$ cat config.mk
export PLATFORM = sky130hd
export DESIGN_NAME = seat_occupancy_debounce_alarm
export DESIGN_NICKNAME = d
export VERILOG_FILES = /design/src/hdl/soda_pkg.sv /design/src/hdl/seat_occupancy_debounce_alarm.sv
export SDC_FILE = /design/constraint.sdc
export NUM_CORES = 1
export LEC_CHECK = 0
export CORE_MARGIN = 1
export CORE_UTILIZATION = 65
export DETAILED_ROUTE_END_ITERATION = 8
export DONT_BUFFER_PORTS = 1
export PLACE_DENSITY = 0.78
export SLEW_MARGIN = 40
export SYNTH_ARGS = -nofsm -noshare
export SYNTH_HDL_FRONTEND = slang
export SYNTH_SLANG_ARGS = --single-unit
$ cat constraint.sdc
create_clock -name clk -period 8.7 [get_ports clk]
set_clock_uncertainty 0.2 [all_clocks]
set_input_delay 2.61 -clock clk [delete_from_list [all_inputs] [get_ports clk]]
set_output_delay 2.61 -clock clk [all_outputs]
set_load 0.03 [all_outputs]
$ cat src/hdl/soda_pkg.sv
`default_nettype none

package soda_pkg;

  // field widths
  localparam int unsigned TimeW    = 32;
  localparam int unsigned LevelW   = 12;
  localparam int unsigned DeltaW   = 13;
  localparam int unsigned IntervW  = 16;
  localparam int unsigned CountW   = 8;
  localparam int unsigned KindW    = 2;
  localparam int unsigned LimitW   = CountW + IntervW;
  localparam int unsigned DiffW    = 14;

  // port widths
  localparam int unsigned InDataW  = 56;
  localparam int unsigned OutDataW = 16;
  localparam int unsigned CfgIdxW  = 3;
  localparam int unsigned CfgDataW = 16;

  // register indexes
  localparam logic [CfgIdxW-1:0] REG_CALIB_DELTA      = 3'd0;
  localparam logic [CfgIdxW-1:0] REG_DETECT_THRESHOLD = 3'd1;
  localparam logic [CfgIdxW-1:0] REG_MEASURE_INTERVAL = 3'd2;
  localparam logic [CfgIdxW-1:0] REG_DEBOUNCE_ON      = 3'd3;
  localparam logic [CfgIdxW-1:0] REG_DEBOUNCE_OFF     = 3'd4;
  localparam logic [CfgIdxW-1:0] REG_ALARM_INTERVAL   = 3'd5;
  localparam logic [CfgIdxW-1:0] REG_ALARM_ESCALATE   = 3'd6;

  // register reset values
  localparam logic [DeltaW-1:0]  RST_CALIB_DELTA      = 13'd0;
  localparam logic [LevelW-1:0]  RST_DETECT_THRESHOLD = 12'd64;
  localparam logic [IntervW-1:0] RST_MEASURE_INTERVAL = 16'd3;
  localparam logic [CountW-1:0]  RST_DEBOUNCE_ON      = 8'd2;
  localparam logic [CountW-1:0]  RST_DEBOUNCE_OFF     = 8'd5;
  localparam logic [IntervW-1:0] RST_ALARM_INTERVAL   = 16'd900;
  localparam logic [CountW-1:0]  RST_ALARM_ESCALATE   = 8'd4;

  // alarm count limits
  localparam logic [CountW-1:0]  ALARM_COUNT_INIT     = 8'd1;
  localparam logic [CountW-1:0]  ALARM_COUNT_MAX      = 8'd255;

  // alarm kind codes
  localparam logic [KindW-1:0]   ALARM_NONE      = 2'd0;
  localparam logic [KindW-1:0]   ALARM_GENTLE    = 2'd1;
  localparam logic [KindW-1:0]   ALARM_INSISTENT = 2'd2;

  typedef struct packed {
    logic [CountW-1:0] alarm_number;
    logic [KindW-1:0]  alarm_kind;
    logic              state_changed;
    logic              seat_occupied;
    logic              evaluated;
    logic              detected;
  } result_t;

endpackage

`default_nettype wire

$ cat src/hdl/seat_occupancy_debounce_alarm.sv
`default_nettype none

// Seat occupancy debounce and sitting alarm. Each input transfer carries a
// time stamp and a sense and a reference reading; each one yields exactly one
// result transfer, in order. A new input transfer is taken every clock cycle
// while the input register can free; the result passes through the input
// register, then the result register. The single pass of compare, debounce
// and alarm logic between those two registers also updates the debounce and
// alarm state in the same cycle that the result register loads. The output
// register frees as soon as out_tready is high, so the stream runs at one
// item per cycle for as long as the consumer keeps up; a stalled consumer
// stalls the input after the input register fills. Registers are to be
// written through cfg_* only while the block is idle; the user is bound to
// this, the block itself does not enforce it. Every write takes effect at
// once. The alarm count never restarts across free periods and saturates at 255.
module seat_occupancy_debounce_alarm
  import soda_pkg::*;
(
  input  wire logic                 clk,
  input  wire logic                 rst_n,
  // input stream
  input  wire logic                 in_tvalid,
  output logic                      in_tready,
  // [31:0] now_seconds, [43:32] sense_level, [55:44] ref_level
  input  wire logic [InDataW-1:0]   in_tdata,
  // result stream
  output logic                      out_tvalid,
  input  wire logic                 out_tready,
  // [0] detected, [1] evaluated, [2] seat_occupied, [3] state_changed,
  // [5:4] alarm_kind, [13:6] alarm_number, [15:14] zero
  output logic [OutDataW-1:0]       out_tdata,
  // configuration writes
  input  wire logic                 cfg_we,
  input  wire logic [CfgIdxW-1:0]   cfg_index,
  input  wire logic [CfgDataW-1:0]  cfg_wdata
);

  // configuration registers
  logic [DeltaW-1:0]  calib_delta_r;
  logic [LevelW-1:0]  detect_threshold_r;
  logic [IntervW-1:0] measure_interval_r;
  logic [CountW-1:0]  debounce_on_r;
  logic [CountW-1:0]  debounce_off_r;
  logic [IntervW-1:0] alarm_interval_r;
  logic [CountW-1:0]  alarm_escalate_r;

  // input register
  logic               s1_valid_r;
  logic [TimeW-1:0]   s1_now_r;
  logic [LevelW-1:0]  s1_sense_r;
  logic [LevelW-1:0]  s1_ref_r;

  // block state
  logic               occupied_r,       occupied_nxt;
  logic [CountW-1:0]  debounce_cnt_r,   debounce_cnt_nxt;
  logic [TimeW-1:0]   last_eval_r,      last_eval_nxt;
  logic [TimeW-1:0]   occupied_since_r, occupied_since_nxt;
  logic [CountW-1:0]  alarm_cnt_r,      alarm_cnt_nxt;

  // result register
  logic               out_valid_r;
  result_t            out_res_r,        out_res_nxt;

  logic               advance;

  // item moves from the input register to the result register
  assign advance    = s1_valid_r && (!out_valid_r || out_tready);
  assign in_tready  = !s1_valid_r || advance;
  assign out_tvalid = out_valid_r;
  assign out_tdata  = {{(OutDataW - $bits(result_t)){1'b0}}, out_res_r};

  // configuration register file
  always_ff @(posedge clk) begin
    if (!rst_n) begin
      calib_delta_r      <= RST_CALIB_DELTA;
      detect_threshold_r <= RST_DETECT_THRESHOLD;
      measure_interval_r <= RST_MEASURE_INTERVAL;
      debounce_on_r      <= RST_DEBOUNCE_ON;
      debounce_off_r     <= RST_DEBOUNCE_OFF;
      alarm_interval_r   <= RST_ALARM_INTERVAL;
      alarm_escalate_r   <= RST_ALARM_ESCALATE;
    end else if (cfg_we) begin
      unique case (cfg_index)
        REG_CALIB_DELTA:      calib_delta_r      <= cfg_wdata[DeltaW-1:0];
        REG_DETECT_THRESHOLD: detect_threshold_r <= cfg_wdata[LevelW-1:0];
        REG_MEASURE_INTERVAL: measure_interval_r <= cfg_wdata[IntervW-1:0];
        REG_DEBOUNCE_ON:      debounce_on_r      <= cfg_wdata[CountW-1:0];
        REG_DEBOUNCE_OFF:     debounce_off_r     <= cfg_wdata[CountW-1:0];
        REG_ALARM_INTERVAL:   alarm_interval_r   <= cfg_wdata[IntervW-1:0];
        REG_ALARM_ESCALATE:   alarm_escalate_r   <= cfg_wdata[CountW-1:0];
        default: ; // writes past the register list are dropped
      endcase
    end
  end

  // ---------------------------------------------------------------------
  // single pass: detect, interval check, debounce, alarm
  // ---------------------------------------------------------------------
  logic signed [DiffW-1:0]  reading_diff;
  logic signed [DiffW-1:0]  detect_limit;
  logic                     detected;
  logic [TimeW-1:0]         since_eval;
  logic                     elapsed;
  logic                     disagree;
  logic [CountW-1:0]        need;
  logic [CountW-1:0]        cnt_inc;
  logic                     flip;
  logic [LimitW-1:0]        alarm_limit;
  logic [TimeW-1:0]         sit_time;
  logic                     alarm_fire;
  logic [CountW-1:0]        alarm_inc;

  always_comb begin
    // presence: sense - ref below calib_delta - threshold, all signed
    reading_diff = $signed({2'b00, s1_sense_r}) - $signed({2'b00, s1_ref_r});
    detect_limit = $signed({calib_delta_r[DeltaW-1], calib_delta_r})
                 - $signed({2'b00, detect_threshold_r});
    detected     = reading_diff < detect_limit;

    // wrapping time since the last evaluation
    since_eval = s1_now_r - last_eval_r;
    elapsed    = since_eval >= {{(TimeW - IntervW){1'b0}}, measure_interval_r};

    // debounce only counts readings that disagree with the held state;
    // a required count of zero behaves like one
    disagree = detected ? !occupied_r : occupied_r;
    need     = detected ? debounce_on_r : debounce_off_r;
    cnt_inc  = debounce_cnt_r + 8'd1;
    flip     = elapsed && disagree && (cnt_inc >= need);

    // alarm: only while the seat stays occupied through this evaluation;
    // a seat that just became occupied has zero sitting time anyway
    alarm_limit = alarm_cnt_r * alarm_interval_r;
    sit_time    = s1_now_r - occupied_since_r;
    alarm_fire  = elapsed && occupied_r && !flip
               && (alarm_cnt_r != ALARM_COUNT_MAX)
               && (sit_time > {{(TimeW - LimitW){1'b0}}, alarm_limit});
    alarm_inc   = alarm_cnt_r + 8'd1;

    occupied_nxt       = occupied_r;
    debounce_cnt_nxt   = debounce_cnt_r;
    last_eval_nxt      = last_eval_r;
    occupied_since_nxt = occupied_since_r;
    alarm_cnt_nxt      = alarm_cnt_r;

    if (elapsed) begin
      last_eval_nxt = s1_now_r;
      if (!disagree) begin
        debounce_cnt_nxt = '0;
      end else if (flip) begin
        debounce_cnt_nxt = '0;
        occupied_nxt     = !occupied_r;
        if (detected) begin
          occupied_since_nxt = s1_now_r;
        end
      end else begin
        debounce_cnt_nxt = cnt_inc;
      end
    end
    if (alarm_fire) begin
      alarm_cnt_nxt = alarm_inc;
    end

    out_res_nxt.detected      = detected;
    out_res_nxt.evaluated     = elapsed;
    out_res_nxt.seat_occupied = occupied_nxt;
    out_res_nxt.state_changed = flip;
    out_res_nxt.alarm_number  = alarm_cnt_nxt;
    if (!alarm_fire) begin
      out_res_nxt.alarm_kind = ALARM_NONE;
    end else if (alarm_inc > alarm_escalate_r) begin
      out_res_nxt.alarm_kind = ALARM_INSISTENT;
    end else begin
      out_res_nxt.alarm_kind = ALARM_GENTLE;
    end
  end

  // control and state registers
  always_ff @(posedge clk) begin
    if (!rst_n) begin
      s1_valid_r       <= 1'b0;
      out_valid_r      <= 1'b0;
      occupied_r       <= 1'b0;
      debounce_cnt_r   <= '0;
      last_eval_r      <= '0;
      occupied_since_r <= '0;
      alarm_cnt_r      <= ALARM_COUNT_INIT;
    end else begin
      if (in_tready) begin
        s1_valid_r <= in_tvalid;
      end
      if (advance) begin
        out_valid_r      <= 1'b1;
        occupied_r       <= occupied_nxt;
        debounce_cnt_r   <= debounce_cnt_nxt;
        last_eval_r      <= last_eval_nxt;
        occupied_since_r <= occupied_since_nxt;
        alarm_cnt_r      <= alarm_cnt_nxt;
      end else if (out_tready) begin
        out_valid_r <= 1'b0;
      end
    end
  end

  // payload registers
  always_ff @(posedge clk) begin
    if (in_tready && in_tvalid) begin
      s1_now_r   <= in_tdata[TimeW-1:0];
      s1_sense_r <= in_tdata[TimeW +: LevelW];
      s1_ref_r   <= in_tdata[TimeW + LevelW +: LevelW];
    end
    if (advance) begin
      out_res_r <= out_res_nxt;
    end
  end

endmodule

`default_nettype wire

# After elaboration in Yosys (flattened, before gate mapping)
# Index checks and enable logic that the tools add are counted.
# op_classes
mux,11
n_eq_ne,7
add_sub_neg,6
bitwise,0
n_reduce_logical,25
n_lt_le_gt_ge,5
n_mul,1
div_mod_pow,0
shifts,0
# ops
operator,count
32-bit subtractor,2
32-bit by 16-bit >= comparator with 1-bit output,1
32-bit by 24-bit greater-than comparator with 1-bit output,1
8-bit 2-to-1 mux,4
8-bit by 16-bit multiplier with 24-bit output,1
"8-bit by 1-bit adder with 8-bit output, second input constant",2
2-bit AND reduction,8
13-bit by 14-bit < comparator with 1-bit output,1
13-bit by 13-bit subtractor with 14-bit output,1
12-bit by 12-bit subtractor with 13-bit output,1
"3-bit equality test, second input constant",3
8-bit >= comparator,1
8-bit greater-than comparator,1
1-bit logical AND,8
"8-bit != test, second input constant",1
"3-bit by 2-bit equality test with 1-bit output, second input constant",2
1-bit 2-to-1 mux,6
5-bit AND reduction,1
1-bit logical NOT,4
"3-bit by 1-bit equality test with 1-bit output, second input constant",1
3-bit logical NOT,1
1-bit logical OR,2
2-bit 2-to-1 mux,1
2-bit nonzero test,1
# totals
mem_bits_rw,0
ff_bits,234
output_inout_bits,18
inputBits,80
n_memories,0
word_cells,78
latchBits,0
romBits,0

# Logic depth before layout (Yosys ltp)
# logic_depth
ltp_word,10
ltp_mapped,37
depth_no_buf,36

# Least setup slack after synthesis
# No wires, ideal clock.
# synth_path
path_kind,register -> register
start,register alarm_cnt_r[7]
end,"register out_res_r, in the netlist out_tdata[7], data pin"
path_buffers,2
stages_incl_launch_ff,31
path_slack_ns,0.830
t_required_ns,8.238
arrival_time_ns,7.408
setup_time_ns,0.262
period_less_slack_ns,7.870
cell_sequence,dfxtp_1 -> clkbuf_1 -> clkbuf_1 -> nand2_1 -> fa_1 -> fa_1 -> inv_1 -> fa_1 -> inv_1 -> fa_1 -> inv_1 -> ha_1 -> nor2b_1 -> o21a_1 -> o311a_1 -> a2111oi_0 -> nor3_1 -> a2111oi_0 -> o21bai_1 -> a21oi_1 -> xnor2_1 -> ha_1 -> nand3_1 -> nor3_1 -> nand2_1 -> nor2_1 -> o211ai_1 -> or4_1 -> o32ai_4 -> nor2_2 -> mux2_1
# synth_via
elab_chain_cells,4
elab_cells_between_ends,6
cone_classes,mul: 1; order compare: 1; eq/ne: 1; mux: 1; reduce/logical: 2
# synth_rtl
element,line,rtl
start: declaration,seat_occupancy_debounce_alarm.sv:58,"logic [CountW-1:0] alarm_cnt_r, alarm_cnt_nxt;"
start signal: assignment,seat_occupancy_debounce_alarm.sv:198,alarm_cnt_r <= alarm_cnt_nxt;
8-bit by 16-bit multiplier with 24-bit output / 8-bit != test (equally long branches),"seat_occupancy_debounce_alarm.sv:133, seat_occupancy_debounce_alarm.sv:136",
32-bit by 24-bit greater-than comparator with 1-bit output / 1-bit logical AND (equally long branches),"seat_occupancy_debounce_alarm.sv:137, seat_occupancy_debounce_alarm.sv:136",
1-bit logical AND *,seat_occupancy_debounce_alarm.sv:137,"&& (sit_time > {{(TimeW - LimitW){1'b0}}, alarm_limit});"
8-bit 2-to-1 mux *,seat_occupancy_debounce_alarm.sv:160,if (alarm_fire) begin
named net alarm_cnt_nxt[1],seat_occupancy_debounce_alarm.sv:58,
end signal: assignment,seat_occupancy_debounce_alarm.sv:213,out_res_r <= out_res_nxt;
end: declaration,seat_occupancy_debounce_alarm.sv:62,"result_t out_res_r, out_res_nxt;"
# The timed path passes the listed nets; every way through them passes the cells marked *.
# A chain may end at the register's enable or synchronous reset.

# Final worst setup path
# layout_path
start,register alarm_cnt_r[4]
end,"register out_res_r, in the netlist out_tdata[7], data pin"
# The elaborated chain is that of the path after synthesis.

==> impl_metrics.ini <==
[sta]
slew_viol_final = 0
finalSetupViolations = 0
min_period_ps = 8100
setup_tns_ps = 0
max_freq_mhz = 123
worstMarginPinSlew_ps = 770
whs_ps = 258
finalCritPeriodShare = 0.931
setup_ws_ps = 599
hold_violations = 0
slew_headroom = 0.486
rsz0062_at_grt = no

[cells_and_area]
n_fill_cell = 2266
fin_nets = 2578
area_growth_pct = 6.62
multi_input_area_sq_um = 12600
final-seq-area_sq_um = 5390
drive_above_1_share = 0.0476

[route]
highest-signal-layer = met5
wl_met3_microns = 2850
vias_per_cell = 5.93
drt_iter0_drc = 1063
ant_nets = 0
routed-via-count = 15511
dr.pass1.iters = 5
wl_met2_microns = 22000
drc = 0
wl_per_cell_microns = 17.7
finalWirelength_microns = 46400
wl_met1_microns = 20600

[global_routing]
antenna_found_initial = 2
grt_pass1_wl_microns = 75800
gr-total-overflow = 0
grt_max_degree = 107
grt_usage = 0.309
first_global_vias = 15326

[clocking]
cts_tree = done
clockRootBuffer = clkbuf_16
cts.sinks = 234
h-tree-depth = 1
cts.clk_slew.worst_paths_ps = 60
clk_path_buf_depth = 3
numCtsBuffers = 26
clkLatencyLatePin_ps = 560

[power]
pwr-share-comb = 0.227
p_sw_mw = 0.933
powerDensity_nw_per_um2 = 152
seqPwrFrac = 0.392
leakage_nw = 9.03
swShare = 0.299
vdd_drop_max_v = 0.000188
internal-power_mw = 2.19
clkPwrFrac = 0.381

[worst_setup_path]
critPathCaptureType = flip-flop
crit_fanout = 11
rrSetupSlack_ps = 600
critical_path.max_stage_delay_ps = 580
r2r_cells = 28
cp_data_required_time_ps = 8810
crit_path_start_kind = flip-flop
r2r-start = alarm_cnt_r[4]
slowest_stage = dfxtp_1
crit_top_cell = fa_1
r2r-end = out_tdata[7]
arrival_ps = 8210
path_class = reg -> reg

[synthesis]
synth_common_cells = nand2_1, inv_1, ha_1, a21oi_1, dfxtp_1
ys_async_sr_fraction = 0
synth-main-ff-cell = dfxtp_1
ys_warn_count = 0
avgSynthCellArea_sq_um = 8.59
synth-edff-count = 70
synth.area.top_cells = dfxtp_1, ha_1, edfxtp_1, fa_1, nand2_1
synth_most_common_cell = nand2_1
yosysSeqAreaShare = 0.281
yosysUniqueCellTypes = 89
yosys.area.top_type = dfxtp_1
ys_ff_latch = 234
synth_top_area_frac = 0.171
syn_inst = 2236
syn_area_sq_um = 19200

[floorplanning]
core-area_sq_um = 28900
die_w_microns = 174
die_y_microns = 174
io_pins = 98
rows = 62
start_util = 0.665
die-area_sq_um = 30200

[placement]
routabilityCongestion = 0.932
port_buffers = 0
dp_slack_ps = 378
hpwlAfterDp_microns = 35600

[flow_run]
cap_violations = 0

[outcome]
status = finished clean

[hold_path]
holdPathEnd = measure_interval_r[8]
min_path_type = reg -> reg
min_from = measure_interval_r[8]
holdPathStages = 2
[power groups by stage]
stage               combinational, mW  clock [mW]  sequential, mW
floorplan                       0.561           0            1.23
global placement                0.673           0            1.24
detailed placement              0.694           0            1.24
CTS                             0.702        1.20            1.22
global route                    0.791        1.25            1.23
finish                          0.709        1.19            1.22
[layout by cell type, fill, tap and decap left out, types with 7 or more instances in the layout]
master     netlist  layout
a2111oi_0        8       7
a211oi_1        18      18
a21boi_0         7       7
a21o_1          57      57
a21oi_1        178     178
a31oi_1         11      11
and2_1         110     109
and3_1          13      13
and4_1           8       8
buf_4            6      14
clkbuf_16        0      30
clkinv_2         0       7
dfxtp_1        164     164
edfxtp_1        70      70
fa_1            88      88
ha_1           201     201
inv_1          244     244
mux2i_1         78      78
nand2_1        331     331
nand2b_1        33      33
nand3_1         45      45
nand4_1         14      14
nor2_1         111     108
nor2b_1         17      17
nor3_1          37      35
o211ai_1        17      17
o21a_1          23      23
o21ai_0         58      58
o21bai_1        15      15
or2_2            9       9
or3_1            9       9
xnor2_1         57      57
xor2_1          43      43
[stage by stage]
stage / area, sq um / cells / util / power [mW]
3_3_place_gp: 19400 / 2564 / 0.674 / 1.92
5_1_grt: 20500 / 2614 / 0.709 / 3.26
6_report: 20500 / 2615 / 0.709 / 3.12
2_1_floorplan: 19200 / 2237 / - / 1.79
4_1_cts: 20400 / 2612 / 0.708 / 3.13
3_5_place_dp: 19500 / 2564 / 0.675 / 1.94
[worst max-delay path by stage]
stage                         from            to  slack [ps]
floorplan           alarm_cnt_r[7]  out_tdata[7]         830
global placement    alarm_cnt_r[4]  out_tdata[7]         520
detailed placement  alarm_cnt_r[4]  out_tdata[7]         380
CTS                 alarm_cnt_r[4]  out_tdata[7]         400
global route        alarm_cnt_r[2]  out_tdata[7]          70
finish              alarm_cnt_r[4]  out_tdata[7]         600
[cells by family after synthesis]
family | count (synthesis) | share of synthesized area
flip-flops | 234 | 0.281
adder cells (fa/ha/maj) | 289 | 0.223
XOR/XNOR | 101 | 0.0465
buffers and inverters | 318 | 0.0668
multiplexers | 81 | 0.0424
AO/OA/AOI/OAI | 443 | 0.147
AND/OR/NAND/NOR | 769 | 0.194
other | 1 | 0.000195
[worst max-delay path, delay by kind of cell (launching register included)]
| kind | cells | cell delay [ps] |
|---|---|---|
| AO/OA/AOI/OAI | 8 | 2080 |
| XOR/XNOR | 1 | 80 |
| adder cells (fa/ha/maj) | 6 | 2680 |
| buffers and inverters | 3 | 150 |
| flip-flops | 1 | 580 |
| multiplexers | 1 | 330 |
| AND/OR/NAND/NOR | 9 | 1720 |
[area by class of cell]
class / count / area share
Timing Repair Buffer: 16 / 0.00703
Sequential cell: 234 / 0.263
Antenna cell: 2 / 0.000244
Clock inverter: 13 / 0.00740
Inverter: 246 / 0.0452
Clock buffer: 35 / 0.0395
Multi-Input combinational cell: 1685 / 0.614
Tap cell: 384 / 0.0235
[metal layers]
layer  vias to the layer above  track usage
li1                       7541            -
met1                      7493        0.411
met2                       394        0.525
met3                        81       0.0476
met4                         2       0.0764
met5                         -            0
[what timing repair did]
action / CTS / global route
resized for setup: 0 / 2
hold endpoints to repair: 0 / 0
setup buffers: 0 / 0
hold buffers: 0 / 0
setup endpoints to repair: 0 / 17
[registers in the layout, indices dropped and copies added (netlist names), 13 cells and up]
name and count:
alarm_interval_r 16, calib_delta_r 13, s1_now_r 32, measure_interval_r 16, last_eval_r 32, out_tdata 14, occupied_since_r 32
Note: power is estimated with default switching activity, not from simulation.
